**src/rtl/jsu_pkg.sv**
```systemverilog
`timescale 1ns / 1ps
// ----------------------------------------------------------------------------
// jsu_pkg
// Shared types, codes and helper functions of the JSON string unescape unit.
// ----------------------------------------------------------------------------
package jsu_pkg;

    localparam int MAX_RESULTS = 4;
    localparam int COUNT_W     = $clog2(MAX_RESULTS + 1);

    // Parser modes.
    localparam logic [1:0] MODE_WAIT = 2'd0;
    localparam logic [1:0] MODE_STR  = 2'd1;
    localparam logic [1:0] MODE_ESC  = 2'd2;
    localparam logic [1:0] MODE_HEX  = 2'd3;

    // Result kinds.
    localparam logic [1:0] KIND_DATA  = 2'd0;
    localparam logic [1:0] KIND_CLOSE = 2'd1;
    localparam logic [1:0] KIND_ERROR = 2'd2;

    // Characters of interest.
    localparam logic [7:0] CH_QUOTE = 8'h22;
    localparam logic [7:0] CH_BSLASH = 8'h5C;
    localparam logic [7:0] CH_SPACE = 8'h20;
    localparam logic [7:0] CH_TAB   = 8'h09;
    localparam logic [7:0] CH_LF    = 8'h0A;
    localparam logic [7:0] CH_CR    = 8'h0D;
    localparam logic [7:0] CH_U     = 8'h75;

    // UTF-8 encoding constants.
    localparam logic [7:0]  UTF8_LEAD2 = 8'hC0;
    localparam logic [7:0]  UTF8_CONT  = 8'h80;
    localparam logic [7:0]  UTF8_LEAD3 = 8'hE0;
    localparam logic [15:0] UTF8_2B_LIMIT = 16'h0080;
    localparam logic [15:0] UTF8_3B_LIMIT = 16'h0800;

    typedef struct packed {
        logic [1:0]  mode;
        logic [1:0]  hex_count;
        logic [15:0] code_point;
        logic        hex_stopped;
    } parse_state_t;

    localparam parse_state_t STATE_RESET = '{
        mode: MODE_WAIT, hex_count: 2'd0, code_point: 16'd0, hex_stopped: 1'b0
    };

    typedef struct packed {
        logic [1:0] kind;
        logic [7:0] data;
    } result_t;

    typedef struct packed {
        result_t [MAX_RESULTS-1:0] res;
        logic [COUNT_W-1:0]        count;
    } burst_t;

    // Bit 4 flags a valid hex digit, bits 3:0 hold its value.
    function automatic logic [4:0] hex_digit(input logic [7:0] c);
        logic [4:0] r;
        r = 5'd0;
        if (c >= 8'h30 && c <= 8'h39) begin
            r = {1'b1, 4'(c - 8'h30)};
        end else if (c >= 8'h61 && c <= 8'h66) begin
            r = {1'b1, 4'(c - 8'h57)};
        end else if (c >= 8'h41 && c <= 8'h46) begin
            r = {1'b1, 4'(c - 8'h37)};
        end
        return r;
    endfunction

    function automatic logic [7:0] map_escape(input logic [7:0] c);
        logic [7:0] r;
        unique case (c)
            8'h62:   r = 8'h08;
            8'h66:   r = 8'h0C;
            8'h6E:   r = 8'h0A;
            8'h72:   r = 8'h0D;
            8'h74:   r = 8'h09;
            default: r = c;
        endcase
        return r;
    endfunction

    function automatic result_t make_result(input logic [1:0] kind, input logic [7:0] data);
        result_t r;
        r.kind = kind;
        r.data = (kind == KIND_DATA) ? data : 8'd0;
        return r;
    endfunction

endpackage

```
**src/rtl/jsu_decode.sv**
```systemverilog
`timescale 1ns / 1ps
// ----------------------------------------------------------------------------
// jsu_decode
// Combinational step of the parser: one byte and the current state give the
// next state and a burst of up to four results.
// ----------------------------------------------------------------------------
module jsu_decode
    import jsu_pkg::*;
(
    input  parse_state_t cur_state,
    input  logic [7:0]   in_byte,
    input  logic         end_of_input,
    output parse_state_t next_state,
    output burst_t       burst
);

    always_comb begin
        parse_state_t       st;
        burst_t             b;
        logic [COUNT_W-1:0] n;
        logic               closed;
        logic               err;
        logic [4:0]         hv;
        logic [15:0]        cp;

        st     = cur_state;
        b      = '0;
        n      = '0;
        closed = 1'b0;
        err    = 1'b0;
        hv     = hex_digit(in_byte);
        cp     = 16'd0;

        unique case (cur_state.mode)
            MODE_STR: begin
                if (in_byte == CH_QUOTE) begin
                    b.res[n[1:0]] = make_result(KIND_CLOSE, 8'd0);
                    n = n + 1'b1;
                    st.mode = MODE_WAIT;
                    closed = 1'b1;
                end else if (in_byte == CH_BSLASH) begin
                    st.mode = MODE_ESC;
                end else begin
                    b.res[n[1:0]] = make_result(KIND_DATA, in_byte);
                    n = n + 1'b1;
                end
            end
            MODE_ESC: begin
                if (in_byte == CH_U) begin
                    st.mode        = MODE_HEX;
                    st.hex_count   = 2'd0;
                    st.code_point  = 16'd0;
                    st.hex_stopped = 1'b0;
                end else begin
                    b.res[n[1:0]] = make_result(KIND_DATA, map_escape(in_byte));
                    n = n + 1'b1;
                    st.mode = MODE_STR;
                end
            end
            MODE_HEX: begin
                if (!cur_state.hex_stopped && hv[4]) begin
                    st.code_point = {cur_state.code_point[11:0], hv[3:0]};
                end else begin
                    st.hex_stopped = 1'b1;
                end
                if (cur_state.hex_count == 2'd3) begin
                    // Fourth byte: encode the accumulated value as UTF-8.
                    cp = st.code_point;
                    if (cp < UTF8_2B_LIMIT) begin
                        b.res[n[1:0]] = make_result(KIND_DATA, cp[7:0]);
                        n = n + 1'b1;
                    end else if (cp < UTF8_3B_LIMIT) begin
                        b.res[n[1:0]] = make_result(KIND_DATA, UTF8_LEAD2 | {3'd0, cp[10:6]});
                        n = n + 1'b1;
                        b.res[n[1:0]] = make_result(KIND_DATA, UTF8_CONT | {2'd0, cp[5:0]});
                        n = n + 1'b1;
                    end else begin
                        b.res[n[1:0]] = make_result(KIND_DATA, UTF8_LEAD3 | {4'd0, cp[15:12]});
                        n = n + 1'b1;
                        b.res[n[1:0]] = make_result(KIND_DATA, UTF8_CONT | {2'd0, cp[11:6]});
                        n = n + 1'b1;
                        b.res[n[1:0]] = make_result(KIND_DATA, UTF8_CONT | {2'd0, cp[5:0]});
                        n = n + 1'b1;
                    end
                    st.mode      = MODE_STR;
                    st.hex_count = 2'd0;
                end else begin
                    st.hex_count = cur_state.hex_count + 2'd1;
                end
            end
            default: begin
                if (in_byte == CH_QUOTE) begin
                    st.mode = MODE_STR;
                end else if (in_byte != CH_SPACE && in_byte != CH_TAB &&
                             in_byte != CH_LF && in_byte != CH_CR) begin
                    err     = 1'b1;
                    st.mode = MODE_WAIT;
                end
            end
        endcase

        // A stray byte, or a buffer that ends outside a closed string, adds one error.
        if (err || (end_of_input && !closed)) begin
            b.res[n[1:0]] = make_result(KIND_ERROR, 8'd0);
            n = n + 1'b1;
        end
        if (end_of_input) begin
            st = STATE_RESET;
        end

        b.count    = n;
        next_state = st;
        burst      = b;
    end

endmodule

```
**src/rtl/jsu_out_buf.sv**
```systemverilog
`timescale 1ns / 1ps
// ----------------------------------------------------------------------------
// jsu_out_buf
// Result register: holds the burst of one byte and shifts it out one
// transfer at a time on the master stream.
// ----------------------------------------------------------------------------
module jsu_out_buf
    import jsu_pkg::*;
(
    input  logic       aclk,
    input  logic       aresetn,
    input  logic       load,
    input  burst_t     burst,
    output logic       can_load,
    output logic       m_axis_tvalid,
    input  logic       m_axis_tready,
    output logic [7:0] m_axis_tdata,   // [7:0] out_byte
    output logic [1:0] m_axis_tuser,   // [1:0] kind
    output logic       m_axis_tlast
);

    result_t [MAX_RESULTS-1:0] res_reg;
    logic [COUNT_W-1:0]        rem_reg;

    assign m_axis_tvalid = (rem_reg != '0);
    assign m_axis_tdata  = res_reg[0].data;
    assign m_axis_tuser  = res_reg[0].kind;
    assign m_axis_tlast  = (rem_reg == COUNT_W'(1));

    // Free now, or the final result of the current burst leaves this cycle.
    assign can_load = (rem_reg == '0) || (m_axis_tlast && m_axis_tready);

    always_ff @(posedge aclk) begin
        if (!aresetn) begin
            rem_reg <= '0;
        end else if (load) begin
            rem_reg <= burst.count;
        end else if (m_axis_tvalid && m_axis_tready) begin
            rem_reg <= rem_reg - 1'b1;
        end
    end

    always_ff @(posedge aclk) begin
        if (load) begin
            res_reg <= burst.res;
        end else if (m_axis_tvalid && m_axis_tready) begin
            for (int i = 0; i < MAX_RESULTS - 1; i++) begin
                res_reg[i] <= res_reg[i+1];
            end
            res_reg[MAX_RESULTS-1] <= '0;
        end
    end

endmodule

```
**src/rtl/json_string_unescape_unit.sv**
```systemverilog
`timescale 1ns / 1ps
// ----------------------------------------------------------------------------
// json_string_unescape_unit
// Path: an input transfer passes through the input register, then the result register.
// Throughput: one byte per cycle while each byte gives at most one result and the
// output is not stalled; a byte with more results holds the input until the last leaves.
// Reset: synchronous active-low aresetn clears the parser to wait for a quote
// and empties both the input and result registers.
// ----------------------------------------------------------------------------
module json_string_unescape_unit
    import jsu_pkg::*;
(
    input  logic       aclk,
    input  logic       aresetn,
    input  logic       s_axis_tvalid,
    output logic       s_axis_tready,
    input  logic [7:0] s_axis_tdata,   // [7:0] in_byte
    input  logic       s_axis_tlast,   // end_of_input
    output logic       m_axis_tvalid,
    input  logic       m_axis_tready,
    output logic [7:0] m_axis_tdata,   // [7:0] out_byte
    output logic [1:0] m_axis_tuser,   // [1:0] kind
    output logic       m_axis_tlast    // last
);

    logic         in_valid_reg;
    logic [7:0]   in_byte_reg;
    logic         in_end_reg;
    parse_state_t state_reg;
    parse_state_t state_next;
    burst_t       burst;
    logic         can_load;
    logic         advance;

    // The registered byte moves into the result register when that is free.
    assign advance       = in_valid_reg && can_load;
    assign s_axis_tready = !in_valid_reg || advance;

    always_ff @(posedge aclk) begin
        if (!aresetn) begin
            in_valid_reg <= 1'b0;
            state_reg    <= STATE_RESET;
        end else begin
            if (s_axis_tready) begin
                in_valid_reg <= s_axis_tvalid;
            end
            if (advance) begin
                state_reg <= state_next;
            end
        end
    end

    always_ff @(posedge aclk) begin
        if (s_axis_tvalid && s_axis_tready) begin
            in_byte_reg <= s_axis_tdata;
            in_end_reg  <= s_axis_tlast;
        end
    end

    jsu_decode u_decode (
        .cur_state    (state_reg),
        .in_byte      (in_byte_reg),
        .end_of_input (in_end_reg),
        .next_state   (state_next),
        .burst        (burst)
    );

    jsu_out_buf u_out_buf (
        .aclk          (aclk),
        .aresetn       (aresetn),
        .load          (advance),
        .burst         (burst),
        .can_load      (can_load),
        .m_axis_tvalid (m_axis_tvalid),
        .m_axis_tready (m_axis_tready),
        .m_axis_tdata  (m_axis_tdata),
        .m_axis_tuser  (m_axis_tuser),
        .m_axis_tlast  (m_axis_tlast)
    );

    // A byte held back by a busy result register keeps its value.
    a_hold_input: assert property (@(posedge aclk) disable iff (!aresetn)
        (in_valid_reg && !advance) |=> (in_valid_reg && $stable(in_byte_reg)
                                        && $stable(in_end_reg)))
        else $error("held input byte changed");

    // An error always closes the burst of its byte.
    a_error_last: assert property (@(posedge aclk) disable iff (!aresetn)
        (m_axis_tvalid && m_axis_tuser == KIND_ERROR) |-> m_axis_tlast)
        else $error("error result not last in burst");

    // Only data results carry a byte.
    a_zero_byte: assert property (@(posedge aclk) disable iff (!aresetn)
        (m_axis_tvalid && m_axis_tuser != KIND_DATA) |-> (m_axis_tdata == 8'd0))
        else $error("non-data result with nonzero byte");

    // The parser state only moves when a byte is consumed.
    a_state_stable: assert property (@(posedge aclk) disable iff (!aresetn)
        !advance |=> $stable(state_reg))
        else $error("parser state changed without a byte");

endmodule

```
**config.mk**
```make
export PLATFORM = sky130hd
export DESIGN_NAME = json_string_unescape_unit
export DESIGN_NICKNAME = d
export VERILOG_FILES = /design/src/rtl/jsu_pkg.sv /design/src/rtl/jsu_decode.sv /design/src/rtl/jsu_out_buf.sv /design/src/rtl/json_string_unescape_unit.sv
export SDC_FILE = /design/constraint.sdc
export NUM_CORES = 1
export LEC_CHECK = 0
export ABC_AREA = 0
export BUFFER_PORTS_ARGS = -buffer_cell sky130_fd_sc_hd__buf_2
export CAP_MARGIN = 10
export CORE_ASPECT_RATIO = 1.75
export CORE_MARGIN = 1
export CORE_UTILIZATION = 55
export CTS_CLUSTER_SIZE = 10
export DETAILED_ROUTE_END_ITERATION = 10
export PLACE_DENSITY = 0.81
export SLEW_MARGIN = 30
export SYNTH_ARGS = -nofsm -noshare
export SYNTH_HDL_FRONTEND = slang
export SYNTH_SLANG_ARGS = --single-unit
```
**constraint.sdc**
```tcl
create_clock -name aclk -period 8.9 [get_ports aclk]
set_input_delay 0.89 -clock aclk [delete_from_list [all_inputs] [get_ports aclk]]
set_output_delay 0.89 -clock aclk [all_outputs]
set_load 0.05 [all_outputs]
```
## After elaboration in Yosys (flattened, before gate mapping)

Index checks and enable logic that the tools add are counted.

- Register bits: 74
- Latch bits: 0
- Memory bits (writable): 0
- Bits in read-only memories: 0
- Input port bits: 13
- Output and inout port bits: 13
- Logic and storage cells: 132
- Memories kept: 0

- $add $sub $neg: 6
- Multipliers: 0
- Div/mod/pow operators: 0
- Magnitude comparators: 10
- Equal/unequal tests: 21
- Shift operators: 0
- Muxes and demuxes: 48
- Bitwise gates (word level): 3
- Reduce and logical (&&, ||, !) cells: 28

Operator list:

| cell | count |
|---|---|
| two-way mux 40 bit | 3 |
| == test 8 x 7 -> 1 bit, second input constant | 7 |
| two-way mux 16 bit | 3 |
| one-hot mux 8 bit (5 select lines) | 1 |
| one-hot mux 19 bit (2 select lines) | 1 |
| bitwise AND 27 x 36 -> 36 bit | 1 |
| inverter 36 bit | 1 |
| two-way mux 10 bit | 3 |
| two-way mux 30 bit | 1 |
| one-hot mux 10 bit (3 select lines) | 1 |
| two-way mux 8 bit | 3 |
| != test 8 x 4 -> 1 bit, second input constant | 3 |
| two-way mux 21 bit | 1 |
| demux 10 bit (select 2 bit) | 1 |
| two-way mux 20 bit | 1 |
| two-way mux 19 bit | 1 |
| two-way mux 18 bit | 1 |
| two-way mux 3 bit | 6 |
| >= comparator 8 x 7 -> 1 bit, second input constant | 2 |
| less-or-equal comparator 8 x 7 -> 1 bit, second input constant | 2 |
| less-than comparator 16 x 12 -> 1 bit, second input constant | 1 |
| less-than comparator 16 x 8 -> 1 bit, second input constant | 1 |
| two-way mux 5 bit | 3 |
| two-way mux 2 bit | 7 |
| other kinds (31) | 61 |

## Longest topological paths before layout

- Depth after elaboration: 21
- Mapped depth: 14

## Hierarchy

A second synthesis with hierarchy kept.

- Cells, all modules: 541
- Area, all modules: 5,043.6 µm²

By module, submodules not included:

| module | times used | cells each | area each (µm²) | seq. area each (µm²) |
|---|---|---|---|---|
| jsu_out_buf | 1 | 124 | 1,966.9 | 1,261.2 |
| jsu_decode | 1 | 307 | 1,953.1 | 0.0 |
| json_string_unescape_unit | 1 | 110 | 1,123.6 | 710.7 |

## Worst setup path after synthesis

Ideal clock, no wire load.

- Path kind: register -> register
- Start point: register in_byte_reg[1]
- End point: register u_out_buf.res_reg, in the netlist u_out_buf.m_axis_tdata[2], data pin
- Library setup time: 261 ps
- Arrival time: 2,975 ps
- Required time: 8,639 ps
- Setup slack: 5,664 ps
- Cell stages (with the launch flop): 13
- Buffers on the path: 0
- Cells stage by stage: edfxtp_1 -> inv_1 -> ha_1 -> o21bai_1 -> a211oi_1 -> nor2_2 -> o311ai_2 -> ha_1 -> and2_1 -> o41ai_1 -> nand3b_1 -> a21oi_1 -> a221o_1

- Longest elaborated chain between the ends: 21
- Elaborated cells between the ends (all ways): 67
- Those cells by class: add/sub (3); order compare (10); eq/ne (12); mux (29); bitwise (2); reduce/logical (11)

Ends and longest elaborated chain:

| element | line | source |
|---|---|---|
| from (decl) | json_string_unescape_unit.sv:27 | `logic [7:0] in_byte_reg;` |
| from (signal assigned) | json_string_unescape_unit.sv:55 | `in_byte_reg <= s_axis_tdata;` |
| >= comparator 8 x 7 -> 1 bit or less-or-equal comparator 8 x 7 -> 1 bit (tied branches) | jsu_pkg.sv:67 | `end else if (c >= 8'h41 && c <= 8'h46) begin` |
| logical AND 1 bit | jsu_pkg.sv:67 |  |
| two-way mux 5 bit | jsu_pkg.sv:67 |  |
| two-way mux 5 bit | jsu_pkg.sv:65 | `end else if (c >= 8'h61 && c <= 8'h66) begin` |
| two-way mux 5 bit | jsu_pkg.sv:63 | `if (c >= 8'h30 && c <= 8'h39) begin` |
| logical AND 1 bit | jsu_decode.sv:61 | `if (!cur_state.hex_stopped && hv[4]) begin` |
| two-way mux 16 bit | jsu_decode.sv:61 |  |
| two-way mux 16 bit | jsu_decode.sv:34 | `unique case (cur_state.mode)` |
| (+5 left out) | - |  |
| less-than comparator 2 x 3 -> 1 bit (implied by the code) or >= comparator 2 x 1 -> 1 bit (tied branches) | jsu_decode.sv:104 | `b.res[n[1:0]] = make_result(KIND_ERROR, 8'd0);` |
| logical AND 1 bit (implied by the code) | jsu_decode.sv:104 |  |
| two-way mux 10 bit (implied by the code) | jsu_decode.sv:104 |  |
| demux 10 bit (select 2 bit) | - |  |
| inverter 36 bit (no line) | - |  |
| bitwise AND 27 x 36 -> 36 bit (no line) | - |  |
| two-way mux 40 bit * | jsu_decode.sv:103 | `if (err \|\| (end_of_input && !closed)) begin` |
| two-way mux 40 bit * | jsu_out_buf.sv:44 | `if (load) begin` |
| to (signal assigned) | jsu_out_buf.sv:45 | `res_reg <= burst.res;` |
| to (signal, indexed assignment) | jsu_out_buf.sv:48 | `res_reg[i] <= res_reg[i+1];` |
| to (decl) | jsu_out_buf.sv:22 | `result_t [MAX_RESULTS-1:0] res_reg;` |

Every way passes the cells marked *; elsewhere a longest branch is shown, timed or not. The select of a mux whose other input is x is not followed.
A chain may end at the register's enable or synchronous reset.

## Worst setup path in the final report

- Start point: register in_byte_reg[1]
- End point: register u_out_buf.res_reg, in the netlist u_out_buf.m_axis_tdata[4], data pin

The elaborated chain is that of the path after synthesis.

==> results.txt <==
number of flip-flops in the largest register = 21
Top Metal Used = met4
Internal = 675 uW
largest family of logic cells by synthesized area = compound AO/OA/AOI/OAI gates
Setup TNS = 0 ns
met1 wire length = 3.81 mm
Clock power frac = 0.328
Rows = 39
initial antenna violation count = 0
post-CTS setup buffer count = 0
Clk pin slew, worst setup/hold paths = 0.05 ns
port bufs = 25
area post-placement = 3880 um2
cell mode on critical path = ha_1
Crit path max-delay family = compound AO/OA/AOI/OAI gates
Residual DRC = 0
# diodes = 0
Cell Pwr Density = 247 nW/um2
Vias/cell = 6.53
vias in the first global route = 3128
share of layout cells above drive strength 1 = 0.149
P_sw = 357 uW
first-pass GRT wire length = 15.6 mm
Antenna Nets Post-Route = 0
post-synthesis compound-gate area fraction = 0.222
crit share post-route = 0.450
Buf/Inv on CP = 1
worst-skew pair later-pin latency = 0.34 ns
Worst-Margin Slew = 0.917 ns
Syn Inst Count = 402
final-report max-slew violation count = 0
Max FO, Critical Path = 19
VDD IR max = 146 uV
XOR/XNOR share of the synthesized area = 0.00229
Syn Nets = 428
io pins = 26
slowest cell on the critical path = o311ai_2
drt initial violations = 335
Startpoint Class = register
H-tree level count = 3
Initial Util = 0.575
Syn Area/Cell = 9.50 um2
gr ovfl total = 0
Achievable Freq = 250 MHz
worst min-delay path class = reg -> reg
Core Footprint = 6640 um2
Req. time, crit path = 8.99 ns
Seq pwr share = 0.396
status = finished clean
Final setup violation count = 0
CP Capture Type = register
sequential share of the synthesized area = 0.414
register bit total from synthesis = 61
mux cell area share after synthesis = 0.0528
CTS Hold Bufs = 0
drt total wl = 9.91 mm
TritonCTS buffer count = 9
area grow syn2layout = 9.21%
Final Skew = 0.00754 ns
HPWL Detailed = 7.26 mm
Most used DFF post-synth = edfxtp_1
Die H = 112 um
Cell Area, Synth = 3820 um2
largest net degree at the start of global routing = 33
Tmin final = 4.00 ns
P_leak = 1.56 nW
Post-synth EDFFs = 36
Final GP Congestion = 0.969
Yosys Warn Count = 0
Root Driver = clkbuf_16
slowest stage delay, CP = 0.63 ns
Final nets = 431
routed wl met3 = 447 um
combinational share of power = 0.276
asr flop ratio synth = 0
met2 WL = 5.09 mm
post_cts resized = 0
TritonCTS Sinks = 61
via count = 3214
Worst Hold Depth = 2
CP Depth = 12
buffer depth of the longest clock path = 2
Relative slew margins = 0.388
crit path kind = reg -> reg
Hold Vio Cnt, Final = 0
TritonCTS clock tree = yes
Synth cell types = 71
Total GRT Usage = 0.290
Final Cell Area = 4170 um2
per-cell routed wire length = 20.1 um
Adder-Cell Fraction of Synth Area = 0.0426
area of the die = 7290 um2
maxcap violations = 0
Reg2Reg Depth = 12
net switching fraction of the power = 0.346
unrepaired setup endpoints after global routing = no
Synth Area in Simple Gates = 0.208
CP cell instances = inv_1, ha_1, o21bai_1, a211oi_1, nor2_2, o311ai_2, ha_1, and2_1, o41ai_1, nand3b_1, a21oi_1, a221o_1
length of the first detailed-routing pass in iterations = 5
Die Wd = 65.0 um
WP data arrival = 4.09 ns
==> synthesized netlist by cell type, drive strengths merged, types with 3 or more instances <==
| master | n | area (um2) |
|---|---|---|
| a21boi | 3 | 22.5 |
| a21o | 4 | 30.0 |
| a21oi | 23 | 119 |
| a221o | 4 | 40.0 |
| a22o | 6 | 52.6 |
| a22oi | 13 | 97.6 |
| a31oi | 5 | 31.3 |
| and2 | 9 | 57.6 |
| and3 | 3 | 18.8 |
| buf | 14 | 100 |
| clkbuf | 20 | 75.1 |
| dfxtp | 25 | 500 |
| edfxtp | 36 | 1080 |
| ha | 13 | 163 |
| inv | 12 | 45.0 |
| mux2 | 6 | 71.3 |
| mux2i | 13 | 130 |
| nand2 | 30 | 120 |
| nand2b | 7 | 43.8 |
| nand3 | 8 | 40.0 |
| nand3b | 4 | 30.0 |
| nor2 | 26 | 103 |
| nor2b | 16 | 100 |
| nor3 | 11 | 55.1 |
| nor4 | 6 | 37.5 |
| o211ai | 3 | 22.5 |
| o21a | 4 | 30.0 |
| o21ai | 21 | 105 |
| o22ai | 6 | 37.5 |
| o2bb2ai | 6 | 52.6 |
| o31ai | 3 | 22.5 |
| or3 | 3 | 20.0 |
| or4 | 3 | 22.5 |
==> worst paths after layout <==
| path | startpoint | endpoint | slack (ns) |
|---|---|---|---|
| worst max register to register | in_byte_reg[1]$_DFFE_PP_ | u_out_buf.m_axis_tdata[4]$_DFFE_PP_ | 4.90 |
| worst min register to register | state_reg[18]$_SDFFE_PN0P_ | state_reg[18]$_SDFFE_PN0P_ | 0.50 |
| worst max-delay path | in_byte_reg[1]$_DFFE_PP_ | u_out_buf.m_axis_tdata[4]$_DFFE_PP_ | 4.90 |
| worst min-delay path | state_reg[18]$_SDFFE_PN0P_ | state_reg[18]$_SDFFE_PN0P_ | 0.50 |
==> kinds of logic (layout without fill, tap and decap cells) <==
group | count (synthesis) | count (layout)
XOR/XNOR | 1 | 1
AND/OR/NAND/NOR | 142 | 142
flip-flops | 61 | 61
AO/OA/AOI/OAI | 120 | 120
multiplexers | 19 | 19
adder cells (fa/ha/maj) | 13 | 13
buffers and inverters | 46 | 54
==> metrics by stage <==
step / instances / hold slack, ns / worst slack [ns] / utilization / total power [mW]
6_report: 492 / 0.497 / 4.90 / 0.628 / 1.03
5_1_grt: 492 / 0.522 / 4.60 / 0.628 / 1.07
4_1_cts: 492 / 0.497 / 4.97 / 0.628 / 1.03
3_5_place_dp: 476 / 0.490 / 4.98 / 0.584 / 0.699
3_3_place_gp: 476 / 0.456 / 5.19 / 0.584 / 0.690
2_1_floorplan: 402 / 0.445 / 5.66 / - / 0.651
==> placed cells by master, fill, tap and decap left out, types with 9 or more instances in the layout <==
master,count
nand2_1,29
dfxtp_1,25
a21oi_1,22
inv_1,12
ha_1,13
mux2i_1,13
nor2b_1,16
buf_2,25
o21ai_0,20
a22oi_1,13
edfxtp_1,36
nor3_1,11
clkbuf_16,9
nor2_1,24
==> cell type report <==
type / count / area [um2]
inverters: 12 / 45.0
clock buffers: 9 / 225
clock inverters: 7 / 66.3
repair buffers: 26 / 133
fillers: 586 / 2470
well taps: 82 / 103
multi-input cells: 295 / 2020
flip-flops and latches: 61 / 1580
==> power groups by stage <==
stage                     Clock, mW  Sequential (mW)  Combinational, mW
after global routing          0.352            0.415              0.306
final                         0.339            0.409              0.284
after floorplan                   0            0.398              0.253
after detailed placement          0            0.414              0.285
after CTS                     0.341            0.408              0.286
after global placement            0            0.412              0.278
==> routing by layer <==
metal,vias to the layer above,track usage
met5,-,0
met4,0,0.201
met3,40,0.0650
met2,129,0.489
met1,1527,0.313
li1,1518,-
==> tightest hold or removal path: stages, from the launching register on <==
cell and delay, ns:
dfxtp_1 0.31, nand2_1 0.05, a21boi_0 0.08
No activity file was read; power rests on OpenSTA's default activity.
